==> src/rtl/ted_pkg.sv <==
package ted_pkg;

  localparam int POS_W    = 12;
  localparam int SAMPLE_W = 8;
  localparam int UTF8_W   = 9;
  localparam int SCORE_W  = 8;
  localparam int CFG_IDX_W = 2;
  localparam int CFG_DATA_W = 12;

  localparam logic [POS_W-1:0]    POS_MAX            = 12'd4095;
  localparam logic [POS_W-1:0]    SCAN_LIMIT_RESET   = 12'd1000;
  localparam logic [SAMPLE_W-1:0] SAMPLE_LIMIT_RESET = 8'd100;

  // register indexes on the configuration port
  localparam logic [CFG_IDX_W-1:0] CFG_SCAN_LIMIT   = 2'd0;
  localparam logic [CFG_IDX_W-1:0] CFG_SAMPLE_LIMIT = 2'd1;

  // byte-order marks
  localparam logic [7:0] BOM8_0 = 8'hEF;
  localparam logic [7:0] BOM8_1 = 8'hBB;
  localparam logic [7:0] BOM8_2 = 8'hBF;
  localparam logic [7:0] BOM16_FF = 8'hFF;
  localparam logic [7:0] BOM16_FE = 8'hFE;

  typedef enum logic [2:0] {
    ENC_UTF8     = 3'd0,
    ENC_UTF16LE  = 3'd1,
    ENC_UTF16BE  = 3'd2,
    ENC_ASCII    = 3'd3,
    ENC_KOI8R    = 3'd4,
    ENC_CP1251   = 3'd5
  } enc_t;

  // end-of-file view of the stream state, as seen by the decision logic
  typedef struct packed {
    logic                ge2;
    logic                ge3;
    logic [7:0]          lead0;
    logic [7:0]          lead1;
    logic [7:0]          lead2;
    logic                high_seen;
    logic [UTF8_W-1:0]   utf8;
    logic [SCORE_W-1:0]  cp1251;
    logic [SCORE_W-1:0]  koi8;
  } stream_t;

endpackage

==> src/rtl/ted_decide.sv <==
module ted_decide (
  input  ted_pkg::stream_t st,
  output ted_pkg::enc_t    enc
);

  localparam int SCORE_W_EXT = ted_pkg::SCORE_W + 1;

  logic [SCORE_W_EXT-1:0] cp_x2;
  logic [SCORE_W_EXT-1:0] koi_x2;

  assign cp_x2  = {st.cp1251, 1'b0};
  assign koi_x2 = {st.koi8, 1'b0};

  always_comb begin
    if (st.ge3 && st.lead0 == ted_pkg::BOM8_0 && st.lead1 == ted_pkg::BOM8_1
        && st.lead2 == ted_pkg::BOM8_2) begin
      enc = ted_pkg::ENC_UTF8;
    end else if (st.ge2 && st.lead0 == ted_pkg::BOM16_FF
                 && st.lead1 == ted_pkg::BOM16_FE) begin
      enc = ted_pkg::ENC_UTF16LE;
    end else if (st.ge2 && st.lead0 == ted_pkg::BOM16_FE
                 && st.lead1 == ted_pkg::BOM16_FF) begin
      enc = ted_pkg::ENC_UTF16BE;
    end else if (!st.high_seen) begin
      enc = ted_pkg::ENC_ASCII;
    end else if (st.utf8 > {1'b0, st.cp1251} && st.utf8 > {1'b0, st.koi8}) begin
      enc = ted_pkg::ENC_UTF8;
    end else if ({1'b0, st.koi8} > cp_x2) begin
      enc = ted_pkg::ENC_KOI8R;
    end else if ({1'b0, st.cp1251} > koi_x2) begin
      enc = ted_pkg::ENC_CP1251;
    end else begin
      enc = ted_pkg::ENC_UTF8;
    end
  end

endmodule

==> src/rtl/text_encoding_detector_top.sv <==
// Text encoding detector.
// Input channel (in_valid/in_ready): one file byte per transfer, data_byte,
// with last_byte high on the file's final byte. The block keeps the first
// three bytes for a byte-order-mark check, flags any byte above 0x7F in the
// first scan_limit bytes and scores lead/continuation pairs for UTF-8,
// KOI8-R and WINDOWS-1251 over the first sample_limit scoring steps.
// Output channel (out_valid/out_ready): one transfer of encoding per file,
// produced from the final byte; no other byte gives a result.
// Latency: the code is presented the cycle after the final byte's transfer.
// Throughput: one byte per clock; the state update and decision are one
// short pass between the stream registers and the output register.
// Stall: the output register holds its code while out_ready is low; a new
// byte is still taken whenever the output register is empty or being
// drained in the same cycle.
// Configuration (cfg_valid/cfg_ready, always ready): cfg_index 0 writes
// scan_limit (12 bits), 1 writes sample_limit (8 bits); other indexes are
// ignored. Write only while no file is in flight.
// Reset (rst, synchronous): stream state cleared, limits back to 1000/100,
// output empty. After each final byte the stream state clears for the next
// file.
module text_encoding_detector_top (
  input  logic                              clk,
  input  logic                              rst,
  input  logic                              in_valid,
  output logic                              in_ready,
  input  logic [7:0]                        data_byte,
  input  logic                              last_byte,
  output logic                              out_valid,
  input  logic                              out_ready,
  output logic [2:0]                        encoding,
  input  logic                              cfg_valid,
  output logic                              cfg_ready,
  input  logic [ted_pkg::CFG_IDX_W-1:0]     cfg_index,
  input  logic [ted_pkg::CFG_DATA_W-1:0]    cfg_data
);

  // configuration
  logic [ted_pkg::POS_W-1:0]    scan_limit;
  logic [ted_pkg::SAMPLE_W-1:0] sample_limit;

  // stream state
  logic [ted_pkg::POS_W-1:0]    byte_position;
  logic [7:0]                   lead0, lead1, lead2;
  logic                         high_byte_seen;
  logic [ted_pkg::SAMPLE_W-1:0] sample_steps;
  logic                         lead_pending;
  logic [ted_pkg::UTF8_W-1:0]   utf8_score;
  logic [ted_pkg::SCORE_W-1:0]  cp1251_score;
  logic [ted_pkg::SCORE_W-1:0]  koi8_score;

  logic [ted_pkg::POS_W-1:0]    byte_position_next;
  logic [7:0]                   lead0_next, lead1_next, lead2_next;
  logic                         high_byte_seen_next;
  logic [ted_pkg::SAMPLE_W-1:0] sample_steps_next;
  logic                         lead_pending_next;
  logic [ted_pkg::UTF8_W-1:0]   utf8_score_next;
  logic [ted_pkg::SCORE_W-1:0]  cp1251_score_next;
  logic [ted_pkg::SCORE_W-1:0]  koi8_score_next;

  logic in_xfer, out_xfer;
  logic is_lead, is_cont, is_koi, do_single;
  ted_pkg::stream_t st;
  ted_pkg::enc_t    enc;

  assign in_ready  = !out_valid || out_ready;
  assign in_xfer   = in_valid && in_ready;
  assign out_xfer  = out_valid && out_ready;
  assign cfg_ready = 1'b1;

  always_comb begin
    is_lead = data_byte inside {[8'hC0:8'hDF]};
    is_cont = data_byte inside {[8'h80:8'hBF]};
    is_koi  = data_byte >= 8'hE0;

    lead0_next = (byte_position == 12'd0) ? data_byte : lead0;
    lead1_next = (byte_position == 12'd1) ? data_byte : lead1;
    lead2_next = (byte_position == 12'd2) ? data_byte : lead2;

    high_byte_seen_next = high_byte_seen
                          || (byte_position < scan_limit && data_byte[7]);
    byte_position_next = (byte_position < ted_pkg::POS_MAX)
                         ? byte_position + 12'd1 : byte_position;

    sample_steps_next = sample_steps;
    lead_pending_next = lead_pending;
    utf8_score_next   = utf8_score;
    do_single         = 1'b0;
    if (lead_pending) begin
      // second byte of a pair completes the step
      lead_pending_next = 1'b0;
      if (is_cont) begin
        utf8_score_next = utf8_score + 9'd2;
      end else begin
        do_single = 1'b1;
      end
    end else if (sample_steps < sample_limit) begin
      sample_steps_next = sample_steps + 8'd1;
      if (is_lead) begin
        lead_pending_next = 1'b1;
      end else begin
        do_single = 1'b1;
      end
    end

    koi8_score_next   = koi8_score + {7'd0, do_single && is_koi};
    // a lead still open at end of file counts for CP1251
    cp1251_score_next = cp1251_score
                        + {7'd0, (do_single && is_lead) || (last_byte && lead_pending_next)};
  end

  always_comb begin
    st.ge2       = byte_position_next >= 12'd2;
    st.ge3       = byte_position_next >= 12'd3;
    st.lead0     = lead0_next;
    st.lead1     = lead1_next;
    st.lead2     = lead2_next;
    st.high_seen = high_byte_seen_next;
    st.utf8      = utf8_score_next;
    st.cp1251    = cp1251_score_next;
    st.koi8      = koi8_score_next;
  end

  ted_decide u_decide (
    .st  (st),
    .enc (enc)
  );

  // configuration registers
  always_ff @(posedge clk) begin
    if (rst) begin
      scan_limit   <= ted_pkg::SCAN_LIMIT_RESET;
      sample_limit <= ted_pkg::SAMPLE_LIMIT_RESET;
    end else if (cfg_valid) begin
      case (cfg_index)
        ted_pkg::CFG_SCAN_LIMIT:   scan_limit   <= cfg_data;
        ted_pkg::CFG_SAMPLE_LIMIT: sample_limit <= cfg_data[ted_pkg::SAMPLE_W-1:0];
        default: ;
      endcase
    end
  end

  // leading bytes: payload only, guarded by byte_position
  always_ff @(posedge clk) begin
    if (in_xfer) begin
      lead0 <= lead0_next;
      lead1 <= lead1_next;
      lead2 <= lead2_next;
    end
  end

  // stream counters and scores
  always_ff @(posedge clk) begin
    if (rst || (in_xfer && last_byte)) begin
      byte_position  <= '0;
      high_byte_seen <= 1'b0;
      sample_steps   <= '0;
      lead_pending   <= 1'b0;
      utf8_score     <= '0;
      cp1251_score   <= '0;
      koi8_score     <= '0;
    end else if (in_xfer) begin
      byte_position  <= byte_position_next;
      high_byte_seen <= high_byte_seen_next;
      sample_steps   <= sample_steps_next;
      lead_pending   <= lead_pending_next;
      utf8_score     <= utf8_score_next;
      cp1251_score   <= cp1251_score_next;
      koi8_score     <= koi8_score_next;
    end
  end

  // output register
  always_ff @(posedge clk) begin
    if (rst) begin
      out_valid <= 1'b0;
    end else if (in_xfer && last_byte) begin
      out_valid <= 1'b1;
    end else if (out_xfer) begin
      out_valid <= 1'b0;
    end
  end

  always_ff @(posedge clk) begin
    if (in_xfer && last_byte) begin
      encoding <= enc;
    end
  end

`ifndef SYNTHESIS
  a_last_gives_result: assert property (@(posedge clk) disable iff (rst)
    in_xfer && last_byte |=> out_valid)
    else $error("final byte did not load a result");

  a_clear_after_last: assert property (@(posedge clk) disable iff (rst)
    in_xfer && last_byte |=> byte_position == '0 && sample_steps == '0
                             && !lead_pending && !high_byte_seen)
    else $error("stream state not cleared after final byte");

  a_lead_needs_step: assert property (@(posedge clk) disable iff (rst)
    lead_pending |-> sample_steps != '0)
    else $error("lead pending without a started step");

  a_utf8_even: assert property (@(posedge clk) disable iff (rst)
    utf8_score[0] == 1'b0)
    else $error("UTF-8 score odd");
`endif

endmodule

==> config.mk <==
export PLATFORM = sky130hd
export DESIGN_NAME = text_encoding_detector_top
export DESIGN_NICKNAME = d
export VERILOG_FILES = /design/src/rtl/ted_pkg.sv /design/src/rtl/ted_decide.sv /design/src/rtl/text_encoding_detector_top.sv
export SDC_FILE = /design/constraint.sdc
export NUM_CORES = 1
export LEC_CHECK = 0
export BUFFER_PORTS_ARGS = -buffer_cell sky130_fd_sc_hd__buf_2
export CAP_MARGIN = 20
export CELL_PAD_IN_SITES_DETAIL_PLACEMENT = 0
export CELL_PAD_IN_SITES_GLOBAL_PLACEMENT = 1
export CORE_MARGIN = 2
export CORE_UTILIZATION = 30
export DETAILED_ROUTE_END_ITERATION = 10
export GPL_TIMING_DRIVEN = 0
export PLACE_DENSITY = 0.54
export SKIP_LAST_GASP = 1
export SLEW_MARGIN = 10
export SYNTH_ARGS = -nofsm -noshare
export SYNTH_HDL_FRONTEND = slang
export SYNTH_HIERARCHICAL = 1
export SYNTH_SLANG_ARGS = --single-unit
==> constraint.sdc <==
create_clock -name clk -period 3.6 [get_ports clk]
set_clock_uncertainty 0.15 [all_clocks]
set_input_delay 0.9 -clock clk [delete_from_list [all_inputs] [get_ports clk]]
set_output_delay 0.9 -clock clk [all_outputs]
set_load 0.03 [all_outputs]
==> results.ini <==
[pwr]
ir_worst_vdd_mv=0.216
p_per_area_mw_per_mm2=337
switching_share_pct=27.7
clkPwrFrac_pct=39.9
p_comb_share_pct=11.9
p_sw_mw=0.665
power.internal_mw=1.74
total_power_mw=2.40
seqPwrFrac_pct=48.2
cellLeakagePower_nw=2.87

[cells_and_area]
finalNonFillerCells=975
multi_input_area_mm2=0.00376
layout.nets=791
area_growth_pct=20.3
fill_cells=2015
drive_gt1_share_pct=23.2
seq_area_mm2=0.00216
antenna_cells=0

[timing]
maxSlewViolCount=0
rsz0062_at_grt=true
setup_violations=2
timing.hold.ws_ns=0.315
tightest_slew_ns=0.756
period_share_pct=110
slew_headroom_pct=49.6
tns_ns=-0.658
worst_slack_ns=-0.359
fin_crit_ns=3.96
max_freq_mhz=253
hold_viol=0

[detailed_routing]
drcViolationCount=0
vias=4825
routedWlPerCell_um=16.0
routed_wl_um=15600
first_pass_iters=4
ant_nets=0
routed_via_density=4.95
drt-initial-drc-count=207

[floorplanning]
dieArea_mm2=0.0208
die_w_um=144
die_h_um=144
fp-row-count=51
io_pins=34
design.core.area_mm2=0.0194
initial_core_util_pct=30.5

[yosys]
yosys_warnings=6
ys_dominant_reg_cell=dfxtp_1
synth_cell_types=70
ys_async_sr_fraction_pct=0
synth-seq-area-share_pct=36.4
avgSynthCellArea_um2=9.14
netlist_area_mm2=0.00591
syn_inst=647
syn_nets=733
ys_seq_elements=94
synth_edf_count=27

[clock_tree]
clkSlewWorstSetupHoldPaths_ns=0.07
insertion_delay_ns=0.36
tritoncts.num_buffers=9
tritoncts=built
clockRootBuffer=clkbuf_16
htree_levels=3
cts_buffer_depth=2
cts.sinks=94
hold_buffers=0

[global_route]
grt_max_degree=34
grt.total_usage_pct=15.8
grt_pass1_wl_um=25100
grt-ovfl-total=0
antenna_found_initial=0
grt_pass1_vias=4797

[setup_path]
rr_endpoint=encoding[0]
startpoint_type=flip-flop
crit_fanout=3
worst_r2r_path_depth=19
cp.arrival_ns=3.99
critPathKind=reg -> reg
required_ns=3.63
ff2ff_setup_slack_ns=-0.36
critPathCaptureType=flip-flop
r2r_start=sample_limit[7]

[status]
status=finished with violations
violations=negative setup slack

[run]
maxCapViolCount=0

[hold_path]
hp-class=reg -> reg
hold_path_end=cp1251_score[0]
hold_path_depth=2
holdCritStartpoint=cp1251_score[0]

[placement]
dp.cells=944
gpl.final_weighted_congestion=0.851
place_ws_ns=-0.776
port_buffers=32
hpwl_um=11700

-- metrics by stage --
| step | cell area, um2 | utilization (%) |
|---|---|---|
| after global placement | 6470 | 33.4 |
| after global routing | 7110 | 36.7 |
| after floorplan | 5980 | - |
| final | 7110 | 36.7 |
| after detailed placement | 6470 | 33.4 |
| after CTS | 7050 | 36.3 |
-- power groups by stage --
stage | sequential (mW) | clock, mW | combinational [mW]
floorplan | 1.18 | 0 | 0.182
global placement | 1.18 | 0 | 0.273
detailed placement | 1.18 | 0 | 0.278
CTS | 1.16 | 0.994 | 0.288
global route | 1.16 | 1.04 | 0.317
finish | 1.16 | 0.957 | 0.286
-- flip-flops by register name, summed over array words and instances, names as in the netlist --
name / flops
byte_position: 12
encoding: 3
high_byte_seen: 1
sample_limit: 8
scan_limit: 12
lead0: 8
sample_steps: 8
koi8_score: 8
lead_pending: 1
out_valid: 1
utf8_score: 8
lead2: 8
lead1: 8
cp1251_score: 8
-- critical path, cell delays in order, from the launching register on --
cell and delay [ns]:
dfxtp_2 0.33, inv_1 0.04, ha_1 0.31, a21oi_2 0.15, o21ai_2 0.10, a21oi_4 0.16
a21oi_2 0.08, nor3_2 0.19, ha_2 0.24, and3_4 0.20, and3_4 0.23, nand3_4 0.10
xnor2_4 0.18, inv_2 0.06, ha_4 0.26, and3_4 0.17, or3b_1 0.36, a21oi_2 0.16
o31ai_2 0.08, o32ai_1 0.22
-- synth_stat cells, types with 4 or more instances --
library cell,number,area (um2)
mux2_2,24,270
a211o_1,8,70.1
inv_1,44,165
a21o_1,6,45.0
or3_1,4,25.0
edfxtp_1,27,811
a211oi_1,11,82.6
nor3b_1,5,37.5
nand4_1,21,131
nor4_1,4,25.0
dfxtp_1,67,1340
mux2i_1,11,110
o21ai_0,13,65.1
ha_1,58,726
nor3_1,9,45.0
and3_1,8,50.1
xnor2_1,20,175
nand3_1,13,65.1
xor2_1,25,219
nand2_1,49,184
nor2_1,83,312
buf_2,7,35.0
clkbuf_1,11,41.3
a21oi_1,35,175
nand4b_1,5,43.8
nand3b_1,5,37.5
nand2b_1,7,43.8
-- cell families after synthesis --
logic type	count (synthesis)	share of synthesized area (%)
AO/OA/AOI/OAI	106	12.1
other	2	0.127
buffers and inverters	69	4.99
AND/OR/NAND/NOR	237	20.8
adder cells (fa/ha/maj)	58	12.3
multiplexers	36	6.62
XOR/XNOR	45	6.67
flip-flops	94	36.4
-- area by class of cell --
| cell class | count | area share [%] |
|---|---|---|
| repair buffers | 47 | 3.84 |
| inverters | 44 | 2.32 |
| flip-flops and latches | 94 | 30.4 |
| well taps | 265 | 4.66 |
| plain buffers | 25 | 1.85 |
| clock inverters | 7 | 0.880 |
| clock buffers | 9 | 3.17 |
| multi-input cells | 484 | 52.9 |
-- layout by cell type, fill, tap and decap left out, types with 16 or more instances in the layout --
cell type  instances
xnor2_1           17
buf_4             16
ha_1              51
a21oi_1           30
inv_1             40
mux2_2            24
buf_2             40
dfxtp_1           61
nand4_1           21
xor2_1            23
nor2_1            80
edfxtp_1          27
nand2_1           49
-- worst max path at each step --
stage	from	endpoint	slack, ns	depth (start not counted)
2_1_floorplan	sample_limit[3]	encoding[0]	-0.16	19
3_3_place_gp	sample_limit[2]	encoding[0]	-0.73	18
3_5_place_dp	sample_limit[7]	encoding[0]	-0.78	18
4_1_cts	sample_steps[2]	encoding[0]	-0.49	18
5_1_grt	sample_limit[2]	encoding[0]	-0.54	19
6_report	sample_limit[7]	encoding[0]	-0.36	19
-- routing by layer --
layer,global-route usage (%),routed length [um]
met4,6.23,344
met5,0,0
met3,2.19,299
met2,25.8,7300
met1,21.1,7680
-- what timing repair did --
action | CTS | global route
buffers inserted | 14 | 1
setup endpoints to repair | 2 | 2
pin swaps | 16 | 9
resized for setup | 38 | 11
Power figures use the tool's default switching activity.
